--- config.mk ---
export PLATFORM = sky130hd
export DESIGN_NAME = svpwm_duty_calculator
export DESIGN_NICKNAME = d
export VERILOG_FILES = /design/src/rtl/svd_pkg.sv /design/src/rtl/svd_trig.sv /design/src/rtl/svd_vector.sv /design/src/rtl/svd_times.sv /design/src/rtl/svd_phase.sv /design/src/rtl/svpwm_duty_calculator.sv
export SDC_FILE = /design/constraint.sdc
export NUM_CORES = 2
export LEC_CHECK = 0
export ABC_AREA = 0
export BUFFER_PORTS_ARGS = -buffer_cell sky130_fd_sc_hd__buf_4
export CAP_MARGIN = 20
export CORE_MARGIN = 5
export CORE_UTILIZATION = 35
export DETAILED_ROUTE_END_ITERATION = 10
export PLACE_DENSITY = 0.57
export SYNTH_ARGS = -nofsm -noshare
export SYNTH_HDL_FRONTEND = slang
export SYNTH_SLANG_ARGS = --single-unit
--- constraint.sdc ---
create_clock -name i_clk -period 17.5 [get_ports i_clk]
set_clock_uncertainty 0.15 [all_clocks]
set_input_delay 0.875 -clock i_clk [delete_from_list [all_inputs] [get_ports i_clk]]
set_output_delay 0.875 -clock i_clk [all_outputs]
set_load 0.02 [all_outputs]
--- src/rtl/svd_pkg.sv ---
// Shared types, constants and the quarter-wave sine table of the SVPWM duty calculator.
package svd_pkg;

    // Configuration register indexes
    typedef enum logic [1:0] {
        CFG_PWM_PERIOD = 2'd0,
        CFG_MIN_DUTY   = 2'd1,
        CFG_MAX_DUTY   = 2'd2,
        CFG_UNUSED     = 2'd3
    } t_cfg_idx;

    localparam logic [15:0] PWM_PERIOD_RST = 16'd4200;
    localparam logic [15:0] MIN_DUTY_RST   = 16'd240;
    localparam logic [15:0] MAX_DUTY_RST   = 16'd1740;

    // sqrt(3)/2 in Q16
    localparam logic signed [17:0] SQRT3_HALF_Q16 = 18'sd56756;

    typedef logic [2:0] t_sector;
    localparam t_sector SEC_1 = 3'd1;
    localparam t_sector SEC_2 = 3'd2;
    localparam t_sector SEC_3 = 3'd3;
    localparam t_sector SEC_4 = 3'd4;
    localparam t_sector SEC_5 = 3'd5;
    localparam t_sector SEC_6 = 3'd6;

    // trig stage -> vector stage
    typedef struct packed {
        t_sector            sector;
        logic [15:0]        mt;
        logic signed [16:0] s;
        logic signed [16:0] c;
    } t_trig;

    // vector stage -> time stage
    typedef struct packed {
        t_sector     sector;
        logic [15:0] mt;
        logic [15:0] first;
        logic [15:0] second;
    } t_vec;

    // time stage -> phase stage
    typedef struct packed {
        t_sector     sector;
        logic [15:0] ta;
        logic [15:0] tb;
        logic [13:0] tc;
    } t_time;

    // result item
    typedef struct packed {
        logic [15:0] w_duty;
        logic [15:0] v_duty;
        logic [15:0] u_duty;
        t_sector     sector;
    } t_result;

    // trunc(sin(d) * 32768), saturated at 32767, for d = 0..90
    function automatic logic [14:0] sin_rom(input logic [6:0] idx);
        logic [14:0] v;
        unique case (idx)
            7'd0:  v = 15'd0;     7'd1:  v = 15'd571;   7'd2:  v = 15'd1143;
            7'd3:  v = 15'd1714;  7'd4:  v = 15'd2285;  7'd5:  v = 15'd2855;
            7'd6:  v = 15'd3425;  7'd7:  v = 15'd3993;  7'd8:  v = 15'd4560;
            7'd9:  v = 15'd5126;  7'd10: v = 15'd5690;  7'd11: v = 15'd6252;
            7'd12: v = 15'd6812;  7'd13: v = 15'd7371;  7'd14: v = 15'd7927;
            7'd15: v = 15'd8480;  7'd16: v = 15'd9032;  7'd17: v = 15'd9580;
            7'd18: v = 15'd10125; 7'd19: v = 15'd10668; 7'd20: v = 15'd11207;
            7'd21: v = 15'd11743; 7'd22: v = 15'd12275; 7'd23: v = 15'd12803;
            7'd24: v = 15'd13327; 7'd25: v = 15'd13848; 7'd26: v = 15'd14364;
            7'd27: v = 15'd14876; 7'd28: v = 15'd15383; 7'd29: v = 15'd15886;
            7'd30: v = 15'd16384; 7'd31: v = 15'd16876; 7'd32: v = 15'd17364;
            7'd33: v = 15'd17846; 7'd34: v = 15'd18323; 7'd35: v = 15'd18794;
            7'd36: v = 15'd19260; 7'd37: v = 15'd19720; 7'd38: v = 15'd20173;
            7'd39: v = 15'd20621; 7'd40: v = 15'd21062; 7'd41: v = 15'd21497;
            7'd42: v = 15'd21926; 7'd43: v = 15'd22347; 7'd44: v = 15'd22762;
            7'd45: v = 15'd23170; 7'd46: v = 15'd23571; 7'd47: v = 15'd23964;
            7'd48: v = 15'd24351; 7'd49: v = 15'd24730; 7'd50: v = 15'd25101;
            7'd51: v = 15'd25465; 7'd52: v = 15'd25821; 7'd53: v = 15'd26169;
            7'd54: v = 15'd26509; 7'd55: v = 15'd26841; 7'd56: v = 15'd27165;
            7'd57: v = 15'd27481; 7'd58: v = 15'd27788; 7'd59: v = 15'd28087;
            7'd60: v = 15'd28377; 7'd61: v = 15'd28659; 7'd62: v = 15'd28932;
            7'd63: v = 15'd29196; 7'd64: v = 15'd29451; 7'd65: v = 15'd29697;
            7'd66: v = 15'd29935; 7'd67: v = 15'd30163; 7'd68: v = 15'd30381;
            7'd69: v = 15'd30591; 7'd70: v = 15'd30791; 7'd71: v = 15'd30982;
            7'd72: v = 15'd31164; 7'd73: v = 15'd31336; 7'd74: v = 15'd31498;
            7'd75: v = 15'd31651; 7'd76: v = 15'd31794; 7'd77: v = 15'd31928;
            7'd78: v = 15'd32051; 7'd79: v = 15'd32165; 7'd80: v = 15'd32270;
            7'd81: v = 15'd32364; 7'd82: v = 15'd32449; 7'd83: v = 15'd32523;
            7'd84: v = 15'd32588; 7'd85: v = 15'd32643; 7'd86: v = 15'd32688;
            7'd87: v = 15'd32723; 7'd88: v = 15'd32748; 7'd89: v = 15'd32763;
            7'd90: v = 15'd32767;
            default: v = 15'd0;
        endcase
        return v;
    endfunction

    // Q15 sine of an angle 0..359 from the quarter-wave table
    function automatic logic signed [16:0] sin_q15(input logic [8:0] a);
        logic [8:0]  idx;
        logic        neg;
        logic [14:0] mag;
        if (a <= 9'd90) begin
            idx = a;
            neg = 1'b0;
        end else if (a <= 9'd180) begin
            idx = 9'd180 - a;
            neg = 1'b0;
        end else if (a <= 9'd270) begin
            idx = a - 9'd180;
            neg = 1'b1;
        end else begin
            idx = 9'd360 - a;
            neg = 1'b1;
        end
        mag = sin_rom(idx[6:0]);
        return neg ? -$signed({2'b00, mag}) : $signed({2'b00, mag});
    endfunction

endpackage

--- src/rtl/svd_trig.sv ---
// Angle reduction, sector, period scaling and sine/cosine lookup (two stages).
module svd_trig (
    input  logic                 i_clk,
    input  logic                 i_rst_n,
    input  logic [15:0]          i_pwm_period,
    input  logic                 i_vld,
    output logic                 o_rdy,
    input  logic [8:0]           i_angle_deg,
    input  logic [15:0]          i_modulation,
    output logic                 o_vld,
    input  logic                 i_rdy,
    output svd_pkg::t_trig       o_data
);
    import svd_pkg::*;

    logic        r_vld0, r_vld1;
    logic        rdy0, rdy1;
    logic [8:0]  r_a, r_ca;
    t_sector     r_sector;
    logic [15:0] r_mt;
    t_trig       r_out;

    logic [8:0]  a;
    logic [9:0]  ca_sum;
    logic [8:0]  ca;
    t_sector     sector;
    logic [31:0] mprod;

    assign rdy1  = !r_vld1 || i_rdy;
    assign rdy0  = !r_vld0 || rdy1;
    assign o_rdy = rdy0;
    assign o_vld = r_vld1;
    assign o_data = r_out;

    always_comb begin
        a      = (i_angle_deg >= 9'd360) ? i_angle_deg - 9'd360 : i_angle_deg;
        ca_sum = {1'b0, a} + 10'd90;
        ca     = (ca_sum >= 10'd360) ? 9'(ca_sum - 10'd360) : ca_sum[8:0];
        priority if (a < 9'd60)  sector = SEC_1;
        else if (a < 9'd120)     sector = SEC_2;
        else if (a < 9'd180)     sector = SEC_3;
        else if (a < 9'd240)     sector = SEC_4;
        else if (a < 9'd300)     sector = SEC_5;
        else                     sector = SEC_6;
        mprod  = i_modulation * i_pwm_period;
    end

    always_ff @(posedge i_clk) begin
        if (!i_rst_n) begin
            r_vld0 <= 1'b0;
            r_vld1 <= 1'b0;
        end else begin
            if (rdy0) r_vld0 <= i_vld;
            if (rdy1) r_vld1 <= r_vld0;
        end
        if (rdy0 && i_vld) begin
            r_a      <= a;
            r_ca     <= ca;
            r_sector <= sector;
            r_mt     <= mprod[31:16];
        end
        if (rdy1 && r_vld0) begin
            r_out.sector <= r_sector;
            r_out.mt     <= r_mt;
            r_out.s      <= sin_q15(r_a);
            r_out.c      <= sin_q15(r_ca);
        end
    end

endmodule

--- src/rtl/svd_vector.sv ---
// sqrt(3)/2 cosine product, x/y/z terms and per-sector active term pick (two stages).
module svd_vector (
    input  logic           i_clk,
    input  logic           i_rst_n,
    input  logic           i_vld,
    output logic           o_rdy,
    input  svd_pkg::t_trig i_data,
    output logic           o_vld,
    input  logic           i_rdy,
    output svd_pkg::t_vec  o_data
);
    import svd_pkg::*;

    logic               r_vld0, r_vld1;
    logic               rdy0, rdy1;
    t_sector            r_sector;
    logic [15:0]        r_mt;
    logic signed [16:0] r_s, r_k;
    t_vec               r_out;

    logic signed [34:0] kprod;
    logic signed [16:0] half_s;
    logic signed [17:0] x, y, z, first, second;

    assign rdy1   = !r_vld1 || i_rdy;
    assign rdy0   = !r_vld0 || rdy1;
    assign o_rdy  = rdy0;
    assign o_vld  = r_vld1;
    assign o_data = r_out;

    always_comb begin
        kprod  = SQRT3_HALF_Q16 * i_data.c;
        half_s = r_s >>> 1;
        x      = {r_s[16], r_s};
        y      = {half_s[16], half_s} + {r_k[16], r_k};
        z      = {half_s[16], half_s} - {r_k[16], r_k};
        unique case (r_sector)
            SEC_1:   begin first = -z; second = x;  end
            SEC_2:   begin first = z;  second = y;  end
            SEC_3:   begin first = x;  second = -y; end
            SEC_4:   begin first = -x; second = z;  end
            SEC_5:   begin first = -y; second = -z; end
            default: begin first = y;  second = -x; end
        endcase
    end

    always_ff @(posedge i_clk) begin
        if (!i_rst_n) begin
            r_vld0 <= 1'b0;
            r_vld1 <= 1'b0;
        end else begin
            if (rdy0) r_vld0 <= i_vld;
            if (rdy1) r_vld1 <= r_vld0;
        end
        if (rdy0 && i_vld) begin
            r_sector <= i_data.sector;
            r_mt     <= i_data.mt;
            r_s      <= i_data.s;
            r_k      <= kprod[32:16];   // floor shift
        end
        if (rdy1 && r_vld0) begin
            r_out.sector <= r_sector;
            r_out.mt     <= r_mt;
            r_out.first  <= first[17]  ? 16'd0 : first[15:0];
            r_out.second <= second[17] ? 16'd0 : second[15:0];
        end
    end

endmodule

--- src/rtl/svd_times.sv ---
// Active times ta/tb and the zero-vector time tc (two stages).
module svd_times (
    input  logic           i_clk,
    input  logic           i_rst_n,
    input  logic [15:0]    i_pwm_period,
    input  logic           i_vld,
    output logic           o_rdy,
    input  svd_pkg::t_vec  i_data,
    output logic           o_vld,
    input  logic           i_rdy,
    output svd_pkg::t_time o_data
);
    import svd_pkg::*;

    logic        r_vld0, r_vld1;
    logic        rdy0, rdy1;
    t_sector     r_sector;
    logic [15:0] r_ta, r_tb;
    t_time       r_out;

    logic [31:0] ta_prod, tb_prod;
    logic [16:0] sum;
    logic [16:0] half;
    logic [16:0] diff;
    logic [13:0] tc;

    assign rdy1   = !r_vld1 || i_rdy;
    assign rdy0   = !r_vld0 || rdy1;
    assign o_rdy  = rdy0;
    assign o_vld  = r_vld1;
    assign o_data = r_out;

    always_comb begin
        ta_prod = i_data.mt * i_data.first;
        tb_prod = i_data.mt * i_data.second;
        sum     = {1'b0, r_ta} + {1'b0, r_tb};
        half    = {2'b00, i_pwm_period[15:1]};
        diff    = half - sum;
        // negative zero-vector time saturates at zero
        tc      = (half > sum) ? diff[14:1] : 14'd0;
    end

    always_ff @(posedge i_clk) begin
        if (!i_rst_n) begin
            r_vld0 <= 1'b0;
            r_vld1 <= 1'b0;
        end else begin
            if (rdy0) r_vld0 <= i_vld;
            if (rdy1) r_vld1 <= r_vld0;
        end
        if (rdy0 && i_vld) begin
            r_sector <= i_data.sector;
            r_ta     <= ta_prod[31:16];
            r_tb     <= tb_prod[31:16];
        end
        if (rdy1 && r_vld0) begin
            r_out.sector <= r_sector;
            r_out.ta     <= r_ta;
            r_out.tb     <= r_tb;
            r_out.tc     <= tc;
        end
    end

endmodule

--- src/rtl/svd_phase.sv ---
// Centered compare values, phase mapping and duty clamping; last stage is the output register.
module svd_phase (
    input  logic             i_clk,
    input  logic             i_rst_n,
    input  logic [15:0]      i_min_duty,
    input  logic [15:0]      i_max_duty,
    input  logic             i_vld,
    output logic             o_rdy,
    input  svd_pkg::t_time   i_data,
    output logic             o_vld,
    input  logic             i_rdy,
    output svd_pkg::t_result o_data
);
    import svd_pkg::*;

    logic        r_vld0, r_vld1;
    logic        rdy0, rdy1;
    t_sector     r_sector;
    logic [17:0] r_u, r_v, r_w;
    t_result     r_out;

    logic [17:0] tc, tbo, tao, u, v, w;

    function automatic logic [15:0] clamp_duty(input logic [17:0] d,
                                               input logic [15:0] lo,
                                               input logic [15:0] hi);
        logic [17:0] t;
        t = (d < {2'b00, lo}) ? {2'b00, lo} : d;
        t = (t > {2'b00, hi}) ? {2'b00, hi} : t;
        return t[15:0];
    endfunction

    assign rdy1   = !r_vld1 || i_rdy;
    assign rdy0   = !r_vld0 || rdy1;
    assign o_rdy  = rdy0;
    assign o_vld  = r_vld1;
    assign o_data = r_out;

    always_comb begin
        tc  = {4'd0, i_data.tc};
        tbo = tc + {2'b00, i_data.tb};
        tao = tbo + {2'b00, i_data.ta};
        unique case (i_data.sector)
            SEC_1:   begin u = tao; v = tbo; w = tc;  end
            SEC_2:   begin u = tbo; v = tao; w = tc;  end
            SEC_3:   begin u = tc;  v = tao; w = tbo; end
            SEC_4:   begin u = tc;  v = tbo; w = tao; end
            SEC_5:   begin u = tbo; v = tc;  w = tao; end
            default: begin u = tao; v = tc;  w = tbo; end
        endcase
    end

    always_ff @(posedge i_clk) begin
        if (!i_rst_n) begin
            r_vld0 <= 1'b0;
            r_vld1 <= 1'b0;
        end else begin
            if (rdy0) r_vld0 <= i_vld;
            if (rdy1) r_vld1 <= r_vld0;
        end
        if (rdy0 && i_vld) begin
            r_sector <= i_data.sector;
            r_u      <= u;
            r_v      <= v;
            r_w      <= w;
        end
        if (rdy1 && r_vld0) begin
            r_out.sector <= r_sector;
            r_out.u_duty <= clamp_duty(r_u, i_min_duty, i_max_duty);
            r_out.v_duty <= clamp_duty(r_v, i_min_duty, i_max_duty);
            r_out.w_duty <= clamp_duty(r_w, i_min_duty, i_max_duty);
        end
    end

endmodule

--- src/rtl/svpwm_duty_calculator.sv ---
// Top level: seven-segment space vector PWM duty calculator.
//
// Usage: each input transfer on the s_axis side carries a vector angle in
// whole degrees (360..511 wrap modulo 360) and a Q16 modulation index. Each
// one yields exactly one output transfer on the m_axis side with the sector
// number 1..6 and the three clamped phase compare values, in input order.
// The configuration port writes pwm_period, min_duty and max_duty; write
// them only while no transfer is in flight.
// Pipeline: eight register stages lie between an input transfer and its
// output. Throughput: one transfer per cycle unless the output stalls;
// each stage holds its own valid bit. The stage count is set by the three
// multiplier ranks and the sine table.
// Reset (synchronous, active low): all stages empty, the registers return
// to 4200 / 240 / 1740.
// Stall: when i_m_axis_tready is low the result holds on the output and the
// stages behind it keep filling their empty slots; o_s_axis_tready drops
// only once every stage is occupied.
module svpwm_duty_calculator (
    input  logic        i_clk,
    input  logic        i_rst_n,
    // configuration
    input  logic        i_cfg_we,
    input  logic [1:0]  i_cfg_addr,
    input  logic [15:0] i_cfg_wdata,
    // input stream
    input  logic        i_s_axis_tvalid,
    output logic        o_s_axis_tready,
    input  logic [31:0] i_s_axis_tdata,  // [8:0] angle_deg, [24:9] modulation, rest zero
    // result stream
    output logic        o_m_axis_tvalid,
    input  logic        i_m_axis_tready,
    output logic [55:0] o_m_axis_tdata   // [2:0] sector, [18:3] u_duty, [34:19] v_duty,
                                         // [50:35] w_duty, rest zero
);
    import svd_pkg::*;

    logic [15:0] r_pwm_period, r_min_duty, r_max_duty;

    logic    trig_vld, trig_rdy;
    t_trig   trig_data;
    logic    vec_vld, vec_rdy;
    t_vec    vec_data;
    logic    time_vld, time_rdy;
    t_time   time_data;
    t_result res;

    // Configuration registers; unused index is ignored
    always_ff @(posedge i_clk) begin
        if (!i_rst_n) begin
            r_pwm_period <= PWM_PERIOD_RST;
            r_min_duty   <= MIN_DUTY_RST;
            r_max_duty   <= MAX_DUTY_RST;
        end else if (i_cfg_we) begin
            unique case (t_cfg_idx'(i_cfg_addr))
                CFG_PWM_PERIOD: r_pwm_period <= i_cfg_wdata;
                CFG_MIN_DUTY:   r_min_duty   <= i_cfg_wdata;
                CFG_MAX_DUTY:   r_max_duty   <= i_cfg_wdata;
                CFG_UNUSED:     ;
            endcase
        end
    end

    // Stages 1-2: angle, sector, modulation*period, sine and cosine
    svd_trig u_trig (
        .i_clk        (i_clk),
        .i_rst_n      (i_rst_n),
        .i_pwm_period (r_pwm_period),
        .i_vld        (i_s_axis_tvalid),
        .o_rdy        (o_s_axis_tready),
        .i_angle_deg  (i_s_axis_tdata[8:0]),
        .i_modulation (i_s_axis_tdata[24:9]),
        .o_vld        (trig_vld),
        .i_rdy        (trig_rdy),
        .o_data       (trig_data)
    );

    // Stages 3-4: x/y/z and the two active terms
    svd_vector u_vector (
        .i_clk   (i_clk),
        .i_rst_n (i_rst_n),
        .i_vld   (trig_vld),
        .o_rdy   (trig_rdy),
        .i_data  (trig_data),
        .o_vld   (vec_vld),
        .i_rdy   (vec_rdy),
        .o_data  (vec_data)
    );

    // Stages 5-6: ta, tb, tc
    svd_times u_times (
        .i_clk        (i_clk),
        .i_rst_n      (i_rst_n),
        .i_pwm_period (r_pwm_period),
        .i_vld        (vec_vld),
        .o_rdy        (vec_rdy),
        .i_data       (vec_data),
        .o_vld        (time_vld),
        .i_rdy        (time_rdy),
        .o_data       (time_data)
    );

    // Stages 7-8: compare values, phase map, clamp, output register
    svd_phase u_phase (
        .i_clk      (i_clk),
        .i_rst_n    (i_rst_n),
        .i_min_duty (r_min_duty),
        .i_max_duty (r_max_duty),
        .i_vld      (time_vld),
        .o_rdy      (time_rdy),
        .i_data     (time_data),
        .o_vld      (o_m_axis_tvalid),
        .i_rdy      (i_m_axis_tready),
        .o_data     (res)
    );

    assign o_m_axis_tdata = {5'd0, res};

    // Empty output stage means every stage upstream can advance
    a_ready_when_out_empty: assert property (@(posedge i_clk) disable iff (!i_rst_n)
        !o_m_axis_tvalid |-> o_s_axis_tready)
        else $error("input stalled while output stage empty");

    a_sector_range: assert property (@(posedge i_clk) disable iff (!i_rst_n)
        o_m_axis_tvalid |-> (res.sector >= SEC_1 && res.sector <= SEC_6))
        else $error("sector out of range");

    a_duty_max: assert property (@(posedge i_clk) disable iff (!i_rst_n)
        o_m_axis_tvalid |-> (res.u_duty <= r_max_duty && res.v_duty <= r_max_duty
                             && res.w_duty <= r_max_duty))
        else $error("duty above max_duty");

    a_duty_min: assert property (@(posedge i_clk) disable iff (!i_rst_n)
        (o_m_axis_tvalid && r_min_duty <= r_max_duty) |->
        (res.u_duty >= r_min_duty && res.v_duty >= r_min_duty
         && res.w_duty >= r_min_duty))
        else $error("duty below min_duty");

endmodule

==> metrics.log <==
[metrics] max-capacitance violation count: 0
[metrics] CP max stage delay: 0.81 ns
[metrics] die width: approximately 420 µm
[metrics] run status: completed
[metrics] met3 routed wirelength: 7942 µm
[metrics] TNS Setup: 0 ns
[metrics] Reg2Reg Setup Slack: 9.58 ns
[metrics] number of antenna violations at the first check in global routing: 2
[metrics] flip-flop and latch count after synthesis: 441
[metrics] Cell Rows: 152
[metrics] most area-hungry cell type in the Yosys netlist: sky130_fd_sc_hd__fa_1
[metrics] core footprint: 171400 µm²
[metrics] total met2 wirelength after detailed routing: 77920 µm
[metrics] Vias/cell: 5.210
[metrics] Pre-antenna DRT Iters: 6
[metrics] Top Ports: approximately 110
[metrics] quantity of hold-fixing buffers added after cts: 0
[metrics] number of cells produced by synthesis: 6429
[metrics] area share of the leading cell type in the synthesized netlist: 23.70%
[metrics] iteration-0 DRC count of the detailed router: 3099
[metrics] total clock buffers created by CTS: 49
[metrics] cells traversed along the worst timing path: and2_1 > fa_1 > inv_1 > fa_1 > fa_1 > fa_1 > inv_1 > fa_1 > inv_1 > fa_1 > inv_1 > ha_1 > a2111o_1 > a211oi_1 > o21ai_0 > a221oi_1 > o211a_1 > a211o_1 > o31ai_1 > a21o_1 > a21o_1 > a21oi_1 > xnor2_1
[metrics] fraction of layout cells with a size suffix above 1: under 10%
[metrics] Critical path destination: u_times.r_tb[13]
[metrics] Met1 Routed Length: 68650 µm
[metrics] average size of a mapped cell: ~9.4 µm²
[metrics] Finished Layout Cells: 8704
[metrics] count of vias placed by the detailed router: 45350
[metrics] Final Cell Area: roughly 65000 µm²
[metrics] Min Clock Period, post-route: 7.917 ns
[metrics] pin count of the biggest net entering global routing: 58
[metrics] DIE HEIGHT: around 420 µm
[metrics] YS warnings: 0
[metrics] final net count: 7769
[metrics] cell types with the highest counts after synthesis: sky130_fd_sc_hd__inv_1, sky130_fd_sc_hd__nand2_1, sky130_fd_sc_hd__fa_1
[metrics] primary flip-flop cell chosen by synthesis mapping: sky130_fd_sc_hd__edfxtp_1
[metrics] global placer's final weighted congestion: just over 0.9
[metrics] remaining design rule violation count: 0
[metrics] number of placed instances with taps included: between 8000 and 9000
[metrics] critical path class: reg2reg
[metrics] synthesized cell area: 60220 µm²
[metrics] share of cell area taken by muxes after synthesis: 2.279%
[metrics] number of clock sinks: between 400 and 500
[metrics] Area Growth Syn to Fin: 7.551%
[metrics] leading cell type by number of instances after synthesis: sky130_fd_sc_hd__inv_1
[metrics] post-synthesis xor/xnor area fraction: 3.314%
[metrics] final count of pins violating max slew: 0
[metrics] effective utilization at floorplan: 35.14%
[metrics] top achievable clock speed: 0.1263 GHz
[metrics] biggest area contributors in the synthesized netlist: sky130_fd_sc_hd__fa_1, sky130_fd_sc_hd__edfxtp_1, sky130_fd_sc_hd__ha_1
[metrics] critical path data required time: 17.75 ns
[metrics] crit path max-delay cell type: sky130_fd_sc_hd__a221oi_1
[metrics] H-tree lvl count: 2
[metrics] depth of the most critical reg-to-reg path: 23
[metrics] Die Outline Area: 180400 µm²
[metrics] dominant combinational cell family by area after synthesis: adder cells
[metrics] largest fanout on the critical path: 16
[metrics] post-synthesis sequential area ratio: a little over a fifth
[metrics] number of synthesized flops with an enable pin: just under 400
[metrics] Bufs on Longest Clock Path: 3
[metrics] Tightest Pin Transition: between 1 and 1.5 ns
[metrics] fraction of the cycle the final worst path needs: 45.24%
[metrics] unrepaired setup endpoints after global routing: false
[metrics] highest routed metal layer: met4
[metrics] CTS clock-pin slew for the worst setup and hold paths: 0.06 ns
[metrics] placed wire-length estimate: 123000 µm
[metrics] average wire per cell in the routed design: 18.35 µm
[metrics] aggregate routed wire length: 159700 µm
[metrics] startpoint of the lowest-slack hold path: u_trig.r_mt[4]
[metrics] via count of the first global-routing pass: 47280
[metrics] CP arrival: slightly above 8 ns
[metrics] number of resized instances in the post-cts repair step: 0
[metrics] number of hold violations in the final report: 0
[metrics] total congestion overflow after global routing: 0
[metrics] number of cells on the worst hold path: 0
[metrics] Critical Path Start Type: flip-flop
[metrics] CTS root buf: sky130_fd_sc_hd__clkbuf_16
[metrics] buffers inserted during post-CTS setup optimization: 0
[metrics] GRT Total Usage: about 18%
[metrics] launching element of the worst setup path: u_vector.o_data[6]
[metrics] hold crit path type: reg2reg
[metrics] element type at the critical path end: flip-flop
[metrics] first-pass GRT wire length: around 260000 µm
[metrics] post-route ant nets: 0
[metrics] Yosys cell types: 106
[metrics] Max-slew headroom: 25.98%
[metrics] number of input and output port buffers inserted: 100
[metrics] final count of negative-setup-slack endpoints: 0
[metrics] clock latency on the worst-skew pair: 0.65 ns
[metrics] share of synthesized cell area in full adder, half adder and majority cells: 37.22%
[metrics] cell repeated most along the worst path: sky130_fd_sc_hd__fa_1
[metrics] area fraction in compound gates after synthesis: 13.25%
[metrics] endpoint of the lowest-slack register-to-register path: u_times.r_tb[13]
[metrics] basic-gate share of the synthesized area counting and, or, nand and nor cells: about 14%
[metrics] Post-synth ARST share: 0%
[metrics] area post-placement: between 60000 and 70000 µm²
[metrics] TritonCTS clock tree: built
[metrics] start of the worst register-to-register path: u_vector.o_data[6]
[per-stage QoR]
step | hold slack, ns | setup WS, ns | util (%)
after global routing | 0.2421 | 9.183 | 37.79
final | 0.2296 | 9.583 | 37.80
after detailed placement | 0.2545 | 9.509 | 36.88
after floorplan | 0.2503 | 10.38 | -
after global placement | 0.2505 | 9.509 | 36.88
after CTS | 0.2293 | 9.506 | 37.78
[final cells by class]
class | count | area, µm²
Fill cell | 17220 | 106600
Multi-Input combinational cell | 4678 | 42570
Sequential cell | 441 | 12680
Inverter | 1015 | 3810
Tap cell | 2310 | 2890
Clock buffer | 62 | 1295
Timing Repair Buffer | 168 | 1261
Clock inverter | 29 | 256.5
Antenna cell | 1 | 2.502
[cell usage in the layout (no fill, tap or decap), types with 68 or more instances in the layout]
| cell | synthesis | final |
|---|---|---|
| sky130_fd_sc_hd__inv_1 | 1011 | 1011 |
| sky130_fd_sc_hd__nand2_1 | 720 | 720 |
| sky130_fd_sc_hd__fa_1 | 713 | 713 |
| sky130_fd_sc_hd__ha_1 | 648 | 648 |
| sky130_fd_sc_hd__edfxtp_1 | 385 | 385 |
| sky130_fd_sc_hd__and2_1 | 377 | 376 |
| sky130_fd_sc_hd__nor2_1 | 305 | 304 |
| sky130_fd_sc_hd__a21oi_1 | 239 | 239 |
| sky130_fd_sc_hd__o21ai_0 | 183 | 182 |
| sky130_fd_sc_hd__buf_4 | 15 | 168 |
| sky130_fd_sc_hd__xnor2_1 | 148 | 148 |
| sky130_fd_sc_hd__nor3_1 | 98 | 97 |
| sky130_fd_sc_hd__mux2_2 | 97 | 97 |
| sky130_fd_sc_hd__a21o_1 | 92 | 92 |
| sky130_fd_sc_hd__xor2_1 | 78 | 78 |
| sky130_fd_sc_hd__nand3_1 | 68 | 68 |
[worst max-delay path, delay by kind of cell (launching register included)]
family,cells,cell delay (ns)
and+or+nand+nor,1,0.32
xor gates and xnor gates,1,0.08
buffers and inverters,4,0.24
AOI/OAI and AO/OA,10,2.92
DFF,1,0.69
adders and majority gates,7,3.30
[worst min-delay path by stage]
stage | to | slack, ns
2_1_floorplan | u_phase.o_data[0] | 0.25
3_3_place_gp | u_trig.o_data[50] | 0.25
3_5_place_dp | u_trig.o_data[45] | 0.25
4_1_cts | u_vector.r_mt[1] | 0.23
5_1_grt | u_vector.r_mt[1] | 0.24
6_report | u_trig.o_data[38] | 0.23
[layer usage]
metal  global-route usage, %  vias up
li1                        -    21380
met5                       0        -
met1                   22.99    22450
met2                   30.70     1239
met4                   5.537        0
met3                   2.145      283
[kinds of logic (layout without fill, tap and decap cells)]
group                      count (synthesis)  after routing
buffers and inverters                   1314           1274
and+or+nand+nor                         1802           1802
AOI/OAI and AO/OA                       1155           1155
xor gates and xnor gates                 227            227
DFF                                      441            441
other                                      1              6
muxes                                    125            125
adders and majority gates               1364           1364
[state kept, by name, summed over array words and instances (netlist names), 8 cells and up]
name / cells
u_trig.r_a: 8
u_trig.o_data: 53
u_vector.r_s: 17
u_vector.r_mt: 16
r_min_duty: 16
u_times.r_tb: 16
u_phase.r_u: 18
u_trig.r_ca: 9
r_pwm_period: 16
u_vector.r_k: 17
u_phase.r_w: 18
u_times.r_ta: 16
r_max_duty: 16
u_phase.o_data: 51
u_vector.o_data: 51
u_phase.r_v: 18
u_trig.r_mt: 16
u_times.o_data: 49
Power is left out: the tool's default activity adds up to more than one toggle a clock period on the data nets, which glitch-free logic cannot reach.
